### src/design/tcm_pkg.sv
`default_nettype none

package tcm_pkg;

    // Register map, indexed by paddr[3:2]
    localparam int          REG_IDX_BITS = 2;
    localparam logic [1:0]  REG_WIDTH    = 2'd0;
    localparam logic [1:0]  REG_HEIGHT   = 2'd1;
    localparam logic [1:0]  REG_ROT      = 2'd2;

    // Rotation codes; anything else takes the default mapping
    localparam int          ROT_BITS = 3;
    localparam logic [2:0]  ROT_0    = 3'd0;
    localparam logic [2:0]  ROT_1    = 3'd1;
    localparam logic [2:0]  ROT_2    = 3'd2;
    localparam logic [2:0]  ROT_3    = 3'd3;

    // Reset values of the configuration registers
    localparam int          RST_WIDTH  = 320;
    localparam int          RST_HEIGHT = 240;
    localparam logic [2:0]  RST_ROT    = ROT_1;

    // Resistive raw window 200..3800; span 3600 = 16 * 225
    localparam int          RAW_LOW   = 200;
    localparam int          RAW_HIGH  = 3800;
    localparam int          DIV_SHIFT = 4;
    localparam int          DIV_ODD   = (RAW_HIGH - RAW_LOW) / (1 << DIV_SHIFT);

endpackage

`default_nettype wire

### src/design/tcm_cap_map.sv
`default_nettype none

// Capacitive remap: detects a capacitive sample and places the raw point
// by rotation and portrait frame. Values are signed and not yet clamped.
module tcm_cap_map #(
    parameter int COORD_BITS = 12,
    parameter int PIXEL_BITS = 10
) (
    input  wire logic [COORD_BITS-1:0]        i_tx,
    input  wire logic [COORD_BITS-1:0]        i_ty,
    input  wire logic [PIXEL_BITS-1:0]        i_w,
    input  wire logic [PIXEL_BITS-1:0]        i_h,
    input  wire logic [PIXEL_BITS-1:0]        i_wl,
    input  wire logic [PIXEL_BITS-1:0]        i_hl,
    input  wire logic [tcm_pkg::ROT_BITS-1:0] i_rot,
    output logic                              o_is_cap,
    output logic signed [((COORD_BITS > PIXEL_BITS) ? COORD_BITS : PIXEL_BITS)+1:0] o_cx,
    output logic signed [((COORD_BITS > PIXEL_BITS) ? COORD_BITS : PIXEL_BITS)+1:0] o_cy
);

    localparam int EW = ((COORD_BITS > PIXEL_BITS) ? COORD_BITS : PIXEL_BITS) + 2;

    logic signed [EW-1:0] tx, ty, w2, h2, wl, hl;
    logic                 portrait;

    // Widen everything to one signed width
    always_comb begin
        tx = EW'(i_tx);
        ty = EW'(i_ty);
        w2 = EW'(i_w) <<< 1;
        h2 = EW'(i_h) <<< 1;
        wl = EW'(i_wl);
        hl = EW'(i_hl);
    end

    assign o_is_cap = (tx <= w2) && (ty <= h2);
    assign portrait = (tx <= hl) && (ty <= wl);

    // Orientation mapping
    always_comb begin
        if (portrait) begin
            case (i_rot)
                tcm_pkg::ROT_0: begin o_cx = hl - tx; o_cy = ty;      end
                tcm_pkg::ROT_1: begin o_cx = ty;      o_cy = hl - tx; end
                tcm_pkg::ROT_2: begin o_cx = tx;      o_cy = wl - ty; end
                tcm_pkg::ROT_3: begin o_cx = wl - ty; o_cy = tx;      end
                default:        begin o_cx = ty;      o_cy = tx;      end
            endcase
        end else begin
            case (i_rot)
                tcm_pkg::ROT_0: begin o_cx = ty;      o_cy = wl - tx; end
                tcm_pkg::ROT_1: begin o_cx = tx;      o_cy = ty;      end
                tcm_pkg::ROT_2: begin o_cx = hl - ty; o_cy = tx;      end
                tcm_pkg::ROT_3: begin o_cx = wl - tx; o_cy = hl - ty; end
                default:        begin o_cx = tx;      o_cy = ty;      end
            endcase
        end
    end

endmodule

`default_nettype wire

### src/design/touch_coordinate_mapper.sv
`default_nettype none

// Channel   Dir  Handshake                  Payload (low bit first)
// s (in)    in   i_s_tvalid / o_s_tready    tuser: menu_active, touched
//                                           tdata: raw_x, raw_y, zero pad
// m (out)   out  o_m_tvalid / i_m_tready    tuser: pressed
//                                           tdata: point_x, point_y, zero pad
// cfg       in   psel/penable/pwrite/pready 0x0 width, 0x4 height, 0x8 rotation
//
// Four register stages: map and offset, multiply, reciprocal multiply,
// quotient fix and rotate. One sample per cycle unless the output stalls.
// Each stage takes new data when it is empty or its successor moves, so
// bubbles close up under output backpressure. Synchronous active-low reset
// clears valid bits and loads the register reset values.
module touch_coordinate_mapper #(
    parameter int COORD_BITS = 12,
    parameter int PIXEL_BITS = 10
) (
    input  wire logic                                  i_clk,
    input  wire logic                                  i_rst_n,
    // sample input
    input  wire logic                                  i_s_tvalid,
    output logic                                       o_s_tready,
    input  wire logic [((2*COORD_BITS+7)/8)*8-1:0]     i_s_tdata,  // raw_x, raw_y
    input  wire logic [1:0]                            i_s_tuser,  // menu_active, touched
    // pixel output
    output logic                                       o_m_tvalid,
    input  wire logic                                  i_m_tready,
    output logic [((2*PIXEL_BITS+7)/8)*8-1:0]          o_m_tdata,  // point_x, point_y
    output logic                                       o_m_tuser,  // pressed
    // configuration
    input  wire logic                                  psel,
    input  wire logic                                  penable,
    input  wire logic                                  pwrite,
    input  wire logic [3:0]                            paddr,
    input  wire logic [31:0]                           pwdata,
    output logic [31:0]                                prdata,
    output logic                                       pready
);

    localparam int OUT_DW = ((2*PIXEL_BITS+7)/8)*8;
    localparam int EW     = ((COORD_BITS > PIXEL_BITS) ? COORD_BITS : PIXEL_BITS) + 2;
    localparam int PW     = COORD_BITS + PIXEL_BITS;
    localparam int MW     = PW - tcm_pkg::DIV_SHIFT;
    localparam int QW     = MW - 7;
    localparam int XW     = (QW > PIXEL_BITS) ? QW : PIXEL_BITS;
    localparam logic [QW-1:0] RECIP = QW'((1 << MW) / tcm_pkg::DIV_ODD);

    // Configuration registers
    logic [PIXEL_BITS-1:0]        r_width, r_height;
    logic [tcm_pkg::ROT_BITS-1:0] r_rot;
    logic [PIXEL_BITS-1:0]        wl, hl;
    logic                         cfg_wr;

    assign pready = 1'b1;
    assign cfg_wr = psel && penable && pwrite && pready;

    always_ff @(posedge i_clk) begin
        if (!i_rst_n) begin
            r_width  <= PIXEL_BITS'(tcm_pkg::RST_WIDTH);
            r_height <= PIXEL_BITS'(tcm_pkg::RST_HEIGHT);
            r_rot    <= tcm_pkg::RST_ROT;
        end else if (cfg_wr) begin
            case (paddr[3:2])
                tcm_pkg::REG_WIDTH:  r_width  <= pwdata[PIXEL_BITS-1:0];
                tcm_pkg::REG_HEIGHT: r_height <= pwdata[PIXEL_BITS-1:0];
                tcm_pkg::REG_ROT:    r_rot    <= pwdata[tcm_pkg::ROT_BITS-1:0];
                default: ;
            endcase
        end
    end

    // Register readback
    always_comb begin
        case (paddr[3:2])
            tcm_pkg::REG_WIDTH:  prdata = 32'(r_width);
            tcm_pkg::REG_HEIGHT: prdata = 32'(r_height);
            tcm_pkg::REG_ROT:    prdata = 32'(r_rot);
            default:             prdata = 32'd0;
        endcase
    end

    // Landscape sizes
    assign wl = (r_width > r_height) ? r_width : r_height;
    assign hl = (r_width < r_height) ? r_width : r_height;

    // Stage handshake
    logic r_v1, r_v2, r_v3, r_v4;
    logic rdy1, rdy2, rdy3, rdy4;

    assign rdy4       = !r_v4 || i_m_tready;
    assign rdy3       = !r_v3 || rdy4;
    assign rdy2       = !r_v2 || rdy3;
    assign rdy1       = !r_v1 || rdy2;
    assign o_s_tready = rdy1;

    always_ff @(posedge i_clk) begin
        if (!i_rst_n) begin
            r_v1 <= 1'b0;
            r_v2 <= 1'b0;
            r_v3 <= 1'b0;
            r_v4 <= 1'b0;
        end else begin
            if (rdy1) r_v1 <= i_s_tvalid;
            if (rdy2) r_v2 <= r_v1;
            if (rdy3) r_v3 <= r_v2;
            if (rdy4) r_v4 <= r_v3;
        end
    end

    // Stage 1: capacitive map and raw offset
    logic [COORD_BITS-1:0]  tx, ty, raw_lo, n_dx, n_dy;
    logic                   cap;
    logic signed [EW-1:0]   cx, cy;
    logic                   r_p1, r_c1;
    logic signed [EW-1:0]   r_cx1, r_cy1;
    logic [COORD_BITS-1:0]  r_dx1, r_dy1;

    assign tx     = i_s_tdata[COORD_BITS-1:0];
    assign ty     = i_s_tdata[2*COORD_BITS-1:COORD_BITS];
    assign raw_lo = COORD_BITS'(tcm_pkg::RAW_LOW);
    assign n_dx   = (tx >= raw_lo) ? tx - raw_lo : '0;
    assign n_dy   = (ty >= raw_lo) ? ty - raw_lo : '0;

    tcm_cap_map #(
        .COORD_BITS (COORD_BITS),
        .PIXEL_BITS (PIXEL_BITS)
    ) u_cap_map (
        .i_tx     (tx),
        .i_ty     (ty),
        .i_w      (r_width),
        .i_h      (r_height),
        .i_wl     (wl),
        .i_hl     (hl),
        .i_rot    (r_rot),
        .o_is_cap (cap),
        .o_cx     (cx),
        .o_cy     (cy)
    );

    always_ff @(posedge i_clk) begin
        if (rdy1) begin
            r_p1  <= i_s_tuser[0] && i_s_tuser[1];
            r_c1  <= cap;
            r_cx1 <= cx;
            r_cy1 <= cy;
            r_dx1 <= n_dx;
            r_dy1 <= n_dy;
        end
    end

    // Stage 2: clamp capacitive point, multiply offsets by landscape span
    logic [PIXEL_BITS-1:0]  n_cx2, n_cy2;
    logic                   r_p2, r_c2;
    logic [PIXEL_BITS-1:0]  r_cx2, r_cy2;
    logic [PW-1:0]          r_prx2, r_pry2;

    always_comb begin
        if (r_cx1 < 0 || r_width == '0) begin
            n_cx2 = '0;
        end else if (r_cx1 >= EW'(r_width)) begin
            n_cx2 = r_width - 1'b1;
        end else begin
            n_cx2 = r_cx1[PIXEL_BITS-1:0];
        end
        if (r_cy1 < 0 || r_height == '0) begin
            n_cy2 = '0;
        end else if (r_cy1 >= EW'(r_height)) begin
            n_cy2 = r_height - 1'b1;
        end else begin
            n_cy2 = r_cy1[PIXEL_BITS-1:0];
        end
    end

    always_ff @(posedge i_clk) begin
        if (rdy2) begin
            r_p2   <= r_p1;
            r_c2   <= r_c1;
            r_cx2  <= n_cx2;
            r_cy2  <= n_cy2;
            r_prx2 <= PW'(r_dx1) * PW'(wl);
            r_pry2 <= PW'(r_dy1) * PW'(hl);
        end
    end

    // Stage 3: divide by 16 with a shift, estimate /225 by reciprocal
    logic [MW-1:0]     mx, my;
    logic [MW+QW-1:0]  ex, ey;
    logic              r_p3, r_c3;
    logic [PIXEL_BITS-1:0] r_cx3, r_cy3;
    logic [MW-1:0]     r_mx3, r_my3;
    logic [QW-1:0]     r_qx3, r_qy3;

    assign mx = r_prx2[PW-1:tcm_pkg::DIV_SHIFT];
    assign my = r_pry2[PW-1:tcm_pkg::DIV_SHIFT];
    assign ex = (MW+QW)'(mx) * (MW+QW)'(RECIP);
    assign ey = (MW+QW)'(my) * (MW+QW)'(RECIP);

    always_ff @(posedge i_clk) begin
        if (rdy3) begin
            r_p3  <= r_p2;
            r_c3  <= r_c2;
            r_cx3 <= r_cx2;
            r_cy3 <= r_cy2;
            r_mx3 <= mx;
            r_my3 <= my;
            r_qx3 <= ex[MW+QW-1:MW];
            r_qy3 <= ey[MW+QW-1:MW];
        end
    end

    // Stage 4: fix quotient by one, clamp to span, rotate, select result
    logic [MW-1:0]          rem_x, rem_y;
    logic [QW-1:0]          qx, qy;
    logic [PIXEL_BITS-1:0]  lx, ly, n_x4, n_y4;
    logic                   r_pr4;
    logic [PIXEL_BITS-1:0]  r_x4, r_y4;

    always_comb begin
        rem_x = r_mx3 - MW'(r_qx3) * MW'(tcm_pkg::DIV_ODD);
        rem_y = r_my3 - MW'(r_qy3) * MW'(tcm_pkg::DIV_ODD);
        qx    = (rem_x >= MW'(tcm_pkg::DIV_ODD)) ? r_qx3 + 1'b1 : r_qx3;
        qy    = (rem_y >= MW'(tcm_pkg::DIV_ODD)) ? r_qy3 + 1'b1 : r_qy3;
        lx    = (XW'(qx) > XW'(wl)) ? wl : PIXEL_BITS'(qx);
        ly    = (XW'(qy) > XW'(hl)) ? hl : PIXEL_BITS'(qy);
    end

    always_comb begin
        if (!r_p3) begin
            n_x4 = '0;
            n_y4 = '0;
        end else if (r_c3) begin
            n_x4 = r_cx3;
            n_y4 = r_cy3;
        end else begin
            case (r_rot)
                tcm_pkg::ROT_0: begin n_x4 = hl - ly; n_y4 = lx;      end
                tcm_pkg::ROT_1: begin n_x4 = lx;      n_y4 = ly;      end
                tcm_pkg::ROT_2: begin n_x4 = ly;      n_y4 = wl - lx; end
                tcm_pkg::ROT_3: begin n_x4 = wl - lx; n_y4 = hl - ly; end
                default:        begin n_x4 = lx;      n_y4 = ly;      end
            endcase
        end
    end

    always_ff @(posedge i_clk) begin
        if (rdy4) begin
            r_pr4 <= r_p3;
            r_x4  <= n_x4;
            r_y4  <= n_y4;
        end
    end

    assign o_m_tvalid = r_v4;
    assign o_m_tuser  = r_pr4;
    assign o_m_tdata  = OUT_DW'({r_y4, r_x4});

`ifndef SYNTHESIS
    // A released result carries a zero point
    a_release_zero: assert property (@(posedge i_clk) disable iff (!i_rst_n)
        (o_m_tvalid && !o_m_tuser) |-> (r_x4 == '0 && r_y4 == '0))
        else $error("released result with nonzero point");

    // Every pressed point lies within the long display side
    a_point_range: assert property (@(posedge i_clk) disable iff (!i_rst_n)
        (o_m_tvalid && o_m_tuser) |-> (r_x4 <= wl && r_y4 <= wl))
        else $error("mapped point beyond landscape width");

    // Input stalls only under output backpressure
    a_stall_cause: assert property (@(posedge i_clk) disable iff (!i_rst_n)
        !o_s_tready |-> (o_m_tvalid && !i_m_tready))
        else $error("input stalled without output backpressure");

    // An accepted sample occupies the first stage
    a_enter: assert property (@(posedge i_clk) disable iff (!i_rst_n)
        (i_s_tvalid && o_s_tready) |=> r_v1)
        else $error("accepted sample lost at first stage");
`endif

endmodule

`default_nettype wire
### config.mk
export PLATFORM = sky130hd
export DESIGN_NAME = touch_coordinate_mapper
export DESIGN_NICKNAME = d
export VERILOG_FILES = /design/src/design/tcm_pkg.sv /design/src/design/tcm_cap_map.sv /design/src/design/touch_coordinate_mapper.sv
export SDC_FILE = /design/constraint.sdc
export NUM_CORES = 2
export LEC_CHECK = 0
export ABC_AREA = 1
export BUFFER_PORTS_ARGS = -buffer_cell sky130_fd_sc_hd__buf_4
export CAP_MARGIN = 25
export CORE_AREA = 2 2 345 347
export DETAILED_ROUTE_END_ITERATION = 12
export DIE_AREA = 0 0 347 349
export GPL_TIMING_DRIVEN = 0
export SLEW_MARGIN = 15
export SYNTH_ARGS = -nofsm -noshare
export SYNTH_HDL_FRONTEND = slang
export SYNTH_HIERARCHICAL = 1
export SYNTH_SLANG_ARGS = --single-unit
### constraint.sdc
create_clock -name i_clk -period 16.27 [get_ports i_clk]
set_input_delay 0.8135 -clock i_clk [delete_from_list [all_inputs] [get_ports i_clk]]
set_output_delay 0.8135 -clock i_clk [all_outputs]
set_load 0.01 [all_outputs]
== After elaboration in Yosys (flattened, before gate mapping) ==
Cells that the tools add are included.

* Output and inout bits: 60
* Word-level logic and storage cells: 112
* Input port bits: 69
* Flip-flop bits (word level): 248

* Order comparisons: 16
* Multiply operators: 6
* Reduce and logical (&&, ||, !) cells: 22
* Mux-type cells: 19
* Equality and inequality tests: 5
* Add/sub/neg operators: 14

{| class="wikitable"
|+ Operator list
! cell !! count
|-
| $pmux 14 s3 || 4
|-
| $pmux 10 s3 || 3
|-
| $mux 10 || 8
|-
| $mul 18x11->29 const B || 2
|-
| $sub 10x12->13 || 4
|-
| $mul 12x10->22 || 2
|-
| $ge 18x8->1 const B || 2
|-
| $mul 11x8->18 const B || 2
|-
| $sub 18x18->18 || 2
|-
| $ge 14x10->1 || 2
|-
| $lt 14x1->1 const B || 2
|-
| $mux 14 || 2
|-
| $ge 12x8->1 const B || 2
|-
| $le 12x10->1 || 2
|-
| $le 12x11->1 || 2
|-
| $sub 12x8->12 const B || 2
|-
| $add 11x1->11 const B || 2
|-
| $gt 11x10->1 || 2
|-
| $mux 11 || 2
|-
| $logic_not 10->1 || 2
|-
| $sub 10x1->10 const B || 2
|-
| $sub 10x10->10 || 2
|-
| $gt 10x10->1 || 1
|-
| $lt 10x10->1 || 1
|-
| other kinds (10) || 25
|}

== Longest topological paths before layout ==
* Depth after elaboration: 9
* Mapped depth: 55
* Gate-level depth less buffers: 53

== Cells and area by module ==
Netlist, hierarchy kept.

{| class="wikitable"
|+ Modules (own cells, without submodules)
! module !! instances !! area each (um^2) !! sequential area each (um^2) !! cells an instance
|-
| touch_coordinate_mapper || 1 || 30545.5 || 6936.7 || 3503
|-
| tcm_cap_map || 1 || 4516.8 || 0.0 || 878
|}

== Worst setup path after synthesis ==
Ideal clock, no wire load.

* Path type: register -> register
* Start: register r_qx3[5]
* End: register r_y4[9], data pin
* Arrival time: 6889 ps
* Cell stages (with the launch flop): 47
* Path slack: 9115 ps
* Data required time: 16004 ps
* Library setup time: 266 ps
* Period minus slack after synthesis: 7155 ps
* Path buffers: 2
* Cell sequence: edfxtp_1 inv_1 fa_1 inv_1 ha_1 inv_1 fa_1 inv_1 fa_1 inv_1 ha_1 a21oi_1 nand2_1 a21oi_1 nand3_1 nand2_1 nand2_1 inv_1 (+11 left out) o211ai_1 nand3_1 a21boi_0 inv_1 nand3_2 inv_2 buf_2 o21ai_0 ha_1 nand2_1 nand2_1 a21o_1 a21oi_1 nand4_1 nand3_1 nand3_1 nand2_1 a21oi_2

* Longest elaborated chain between the ends: 9
* Elaborated cells on any way between the ends: 10
* Those cells by class: add/sub (3); mul (1); order compare (2); mux (4)

{| class="wikitable"
|+ Ends and longest elaborated chain
! item !! RTL line !! RTL
|-
| start: declaration || touch_coordinate_mapper.sv:192 || <nowiki>logic [QW-1:0] r_qx3, r_qy3;</nowiki>
|-
| start signal: assignment || touch_coordinate_mapper.sv:207 || <nowiki>r_qx3 <= ex[MW+QW-1:MW];</nowiki>
|-
| $mul 11x8->18 || touch_coordinate_mapper.sv:220 || <nowiki>rem_x = r_mx3 - MW'(r_qx3) * MW'(tcm_pkg::DIV_ODD);</nowiki>
|-
| $sub 18x18->18 || touch_coordinate_mapper.sv:220 ||
|-
| $ge 18x8->1 || touch_coordinate_mapper.sv:222 || <nowiki>qx = (rem_x >= MW'(tcm_pkg::DIV_ODD)) ? r_qx3 + 1'b1 : r_qx3;</nowiki>
|-
| $mux 11 (*) || touch_coordinate_mapper.sv:222 ||
|-
| $gt 11x10->1 || touch_coordinate_mapper.sv:224 || <nowiki>lx = (XW'(qx) > XW'(wl)) ? wl : PIXEL_BITS'(qx);</nowiki>
|-
| $mux 10 (*) || touch_coordinate_mapper.sv:224 ||
|-
| $sub 10x10->10 || touch_coordinate_mapper.sv:239 || <nowiki>tcm_pkg::ROT_2: begin n_x4 = ly; n_y4 = wl - lx; end</nowiki>
|-
| $pmux 10 s3 (*) || touch_coordinate_mapper.sv:236 || <nowiki>case (r_rot)</nowiki>
|-
| $mux 10 (*) || touch_coordinate_mapper.sv:232 || <nowiki>end else if (r_c3) begin</nowiki>
|-
| end signal: assignment || touch_coordinate_mapper.sv:250 || <nowiki>r_y4 <= n_y4;</nowiki>
|-
| end: declaration || touch_coordinate_mapper.sv:217 || <nowiki>logic [PIXEL_BITS-1:0] r_x4, r_y4;</nowiki>
|}

Mark *: on every way between the ends. The rest lies on a longest branch, timed or not.
A chain may end at the register's enable or synchronous reset.

== Final worst setup path ==
* Start: register r_height[8]
* End: register r_pry2[21], data pin

* Longest elaborated chain between the ends: 3

{| class="wikitable"
|+ Ends and longest elaborated chain
! item !! RTL line !! RTL
|-
| start: declaration || touch_coordinate_mapper.sv:50 || <nowiki>logic [PIXEL_BITS-1:0] r_width, r_height;</nowiki>
|-
| start signal: assignment || touch_coordinate_mapper.sv:61 || <nowiki>r_height <= PIXEL_BITS'(tcm_pkg::RST_HEIGHT);</nowiki>
|-
| start signal: assignment || touch_coordinate_mapper.sv:66 || <nowiki>tcm_pkg::REG_HEIGHT: r_height <= pwdata[PIXEL_BITS-1:0];</nowiki>
|-
| $lt 10x10->1 || touch_coordinate_mapper.sv:85 || <nowiki>assign hl = (r_width < r_height) ? r_width : r_height;</nowiki>
|-
| $mux 10 (*) || touch_coordinate_mapper.sv:85 ||
|-
| via hl[8] || touch_coordinate_mapper.sv:52 || <nowiki>logic [PIXEL_BITS-1:0] wl, hl;</nowiki>
|-
| $mul 12x10->22 (*) || touch_coordinate_mapper.sv:182 || <nowiki>r_pry2 <= PW'(r_dy1) * PW'(hl);</nowiki>
|-
| end signal: assignment || touch_coordinate_mapper.sv:182 ||
|-
| end: declaration || touch_coordinate_mapper.sv:156 || <nowiki>logic [PW-1:0] r_prx2, r_pry2;</nowiki>
|}

The timed path passes the listed nets; every way through them passes the cells marked *.

==> metrics.md <==
| Metric | Value |
|---|---|
| Port Buffer Count | 77 |
| Final Hold Viols | 0 |
| Hold path depth | 0 |
| First-pass GRT wire length | 157.9 mm |
| R2R Path End | r_pry2[21]$_DFFE_PP_ |
| Outcome | finished clean |
| Area Overhead vs Synth | 11.13% |
| Inst Count DP | 6028 |
| DR vias | 29300 |
| TritonCTS clock tree | done |
| Vias per inst | 4.815 |
| H-tree depth | 1 |
| Synth top area share | 21.55% |
| Min-Delay Path Class | reg2reg |
| Most used cell, CP | fa_1 |
| Fin cells | 6086 |
| Worst slew pin tran | 1.232 ns |
| Startpoint Class | register |
| NumNets Final | 5482 |
| Worst reg2reg startpoint | r_height[8]$_SDFFE_PN0P_ |
| Data arrival, critical path | 8.92 ns |
| Clock Sinks | 240 |
| Synth cell types | 64 |
| Reg2reg path depth | 31 |
| Top post-synthesis cells by area | ha_1 (22%), edfxtp_1 (18%), fa_1 (16%), nand2_1 (10%), inv_1 (9.3%) |
| Die area | 0.1211 mm² |
| Top FF cell, synth | edfxtp_1 |
| Highest Signal Layer | met4 |
| Antenna violations before repair | 1 |
| Final global-route overflow total | 0 |
| Worst R2R Setup Slack | 7.76 ns |
| WL met1 | 44.28 mm |
| Routed length per placed instance | 16.46 µm |
| Critical path fanouts, max | 12 |
| Met2 WL | 45.54 mm |
| Ys async rst share | 0% |
| CP required | 16.68 ns |
| DRT antenna net count | 0 |
| Clock Skews | 0.06213 ns |
| Max Cap Viol | 0 |
| Setup bufs post-CTS | 0 |
| Setup TNS | 0 ns |
| Post-CTS Resized | 0 |
| Initial DRT Pass Iterations | 6 |
| Slowest CP cell | clkbuf_1 |
| RSZ-0062 raised after global routing | no |
| Crit path time final | 8.511 ns |
| Row cnt | 126 |
| Fin util | 33.17% |
| Clock latency on the worst-skew pair | 0.63 ns |
| Sequential share of the synthesized area | 19.78% |
| Hold_sp | r_cx2[0]$_SDFFCE_PP0P_ |
| Final Cell Area | 0.03896 mm² |
| Initial DRC count | 2009 |
| Cts bufs inserted | 30 |
| Post-Synthesis Cells | 4381 |
| Hold_buf cts | 0 |
| Area of the core | 0.1175 mm² |
| Routability cong. | 0.9734 |
| Cell Area, Synth | 0.03506 mm² |
| Die Y-Extent | 349 µm |
| Synthesis-stage register bit count | 240 |
| Slowest stage delay, CP | 0.76 ns |
| Starting Density | 29.85% |
| Hold-critical path endpoint | r_cx3[0]$_DFFE_PP_ |
| Clk slew on worst S/H paths | 0.06 ns |
| DRC Markers | 0 |
| Final setup vio count | 0 |
| Most instantiated cells after synthesis | nand2_1 (930), inv_1 (865), ha_1 (604), nor2_1 (285), fa_1 (284) |
| Final Max Slew Viols | 0 |
| Die X | 347 µm |
| Layout cell share with drive strength beyond 1 | 6.485% |
| Root Driver | clkbuf_16 |
| Clock Tree Buf Depth | 3 |
| Worst Setup End Kind | register |
| Yosys warning count | 6 |
| Largest net degree at the start of global routing | 58 |
| Synth Area per Inst | 8.003 µm² |
| Worst slew margin relative to its limit | 17.85% |
| Area after DPL | 0.03782 mm² |
| Number of global-route vias before repair | 28690 |
| F_max | 0.1175 GHz |
| IO Pins | 129 |
| Tcrit/Tclk final | 52.31% |
| All-Layer GR Usage | 16.49% |
| Met3 routed WL | 6.012 mm |
| Count leader, synth | nand2_1 |
| Final wirelength | 100.2 mm |
| HPWL after DPL | 83.92 mm |
| Path type of the worst setup path | reg2reg |
| Number of synthesized flops with an enable pin | 213 |
| Synth area leader | ha_1 |
==> registers in the layout, summed over array words and instances (netlist names), 3 cells and up <==
signal and count:
r_my3 18, r_pry2 18, r_x4 10, r_prx2 18, r_rot 3, r_cy3 10, r_height 10, r_cx3 10
r_qx3 11, r_qy3 11, r_width 10, r_cy1 14, r_cy2 10, r_cx1 14, r_cx2 10, r_dx1 12
r_mx3 18, r_y4 10, r_dy1 12
==> metrics by stage <==
stage | hold slack, ns | worst slack, ns
finish | 0.4181 | 7.759
global route | 0.4010 | 7.026
CTS | 0.3946 | 7.816
detailed placement | 0.4045 | 7.753
global placement | 0.4009 | 7.758
floorplan | 0.4003 | 9.115
==> worst max-delay path by stage <==
stage / from / to / slack [ns]
after floorplan: r_qx3[5]$_DFFE_PP_ / r_y4[9]$_SDFFCE_PN0P_ / 9.12
after global placement: r_height[7]$_SDFFE_PN1P_ / r_pry2[21]$_DFFE_PP_ / 7.76
after detailed placement: r_qy3[2]$_DFFE_PP_ / r_y4[5]$_SDFFCE_PN0P_ / 7.75
after CTS: r_qy3[2]$_DFFE_PP_ / r_y4[5]$_SDFFCE_PN0P_ / 7.82
after global routing: r_qx3[7]$_DFFE_PP_ / r_x4[9]$_SDFFCE_PN0P_ / 7.03
final: r_height[8]$_SDFFE_PN0P_ / r_pry2[21]$_DFFE_PP_ / 7.76
==> critical path: cells and delay by family (launching register included) <==
kind                       cells  cell delay (ns)
and+or+nand+nor               10             1.07
DFF                            1             0.33
AOI/OAI and AO/OA              6             1.48
buffers and inverters          7             1.99
xor gates and xnor gates       1             0.18
adders and majority gates      7             3.22
==> area by class of cell <==
type / count / area [µm²]
Multi-Input combinational cell: 3169 / 24310
Clock inverter: 25 / 374.1
Antenna cell: 1 / 2.502
Clock buffer: 31 / 754.5
Fill cell: 12370 / 78490
Sequential cell: 240 / 6937
Inverter: 895 / 3372
Timing Repair Buffer: 87 / 730.7
Tap cell: 1536 / 1922
Buffer: 102 / 560.5
==> metal layers <==
metal	up-vias	track usage (%)
li1	14370	-
met1	13820	21.71
met2	912	27.42
met3	196	1.921
met4	0	6.752
met5	-	0
==> layout by cell type, fill, tap and decap left out, types with 14 or more instances in the layout <==
cell       count
nand2_1      929
nand2_2       23
xnor2_1       28
inv_1        863
nand3b_1      27
nor3_1        24
o21ai_1       26
clkbuf_1      47
buf_4        110
o21a_1        16
a31oi_1       14
o21ai_0      126
ha_1         604
a21oi_1      190
nor2_1       285
dfxtp_1       27
nand3_1      244
conb_1        27
inv_2         24
xor2_1        96
edfxtp_1     213
fa_1         284
clkbuf_16     30
o211ai_1      18
nand4_1       70
==> logic make-up (layout without fill, tap and decap cells) <==
group           after synthesis  count (layout)  share of synthesized area, %
simple gates               1654            1654                         20.32
buf+inv                     997            1140                         11.20
fa+ha+maj                   888             888                         37.77
compound gates              476             476                         7.808
flops                       240             240                         19.78
xor+xnor                    124             124                         3.097
other cells                   2              28                       0.02142
Power is left out: the tool's default activity adds up to more than one toggle a clock period on the data nets, which glitch-free logic cannot reach.
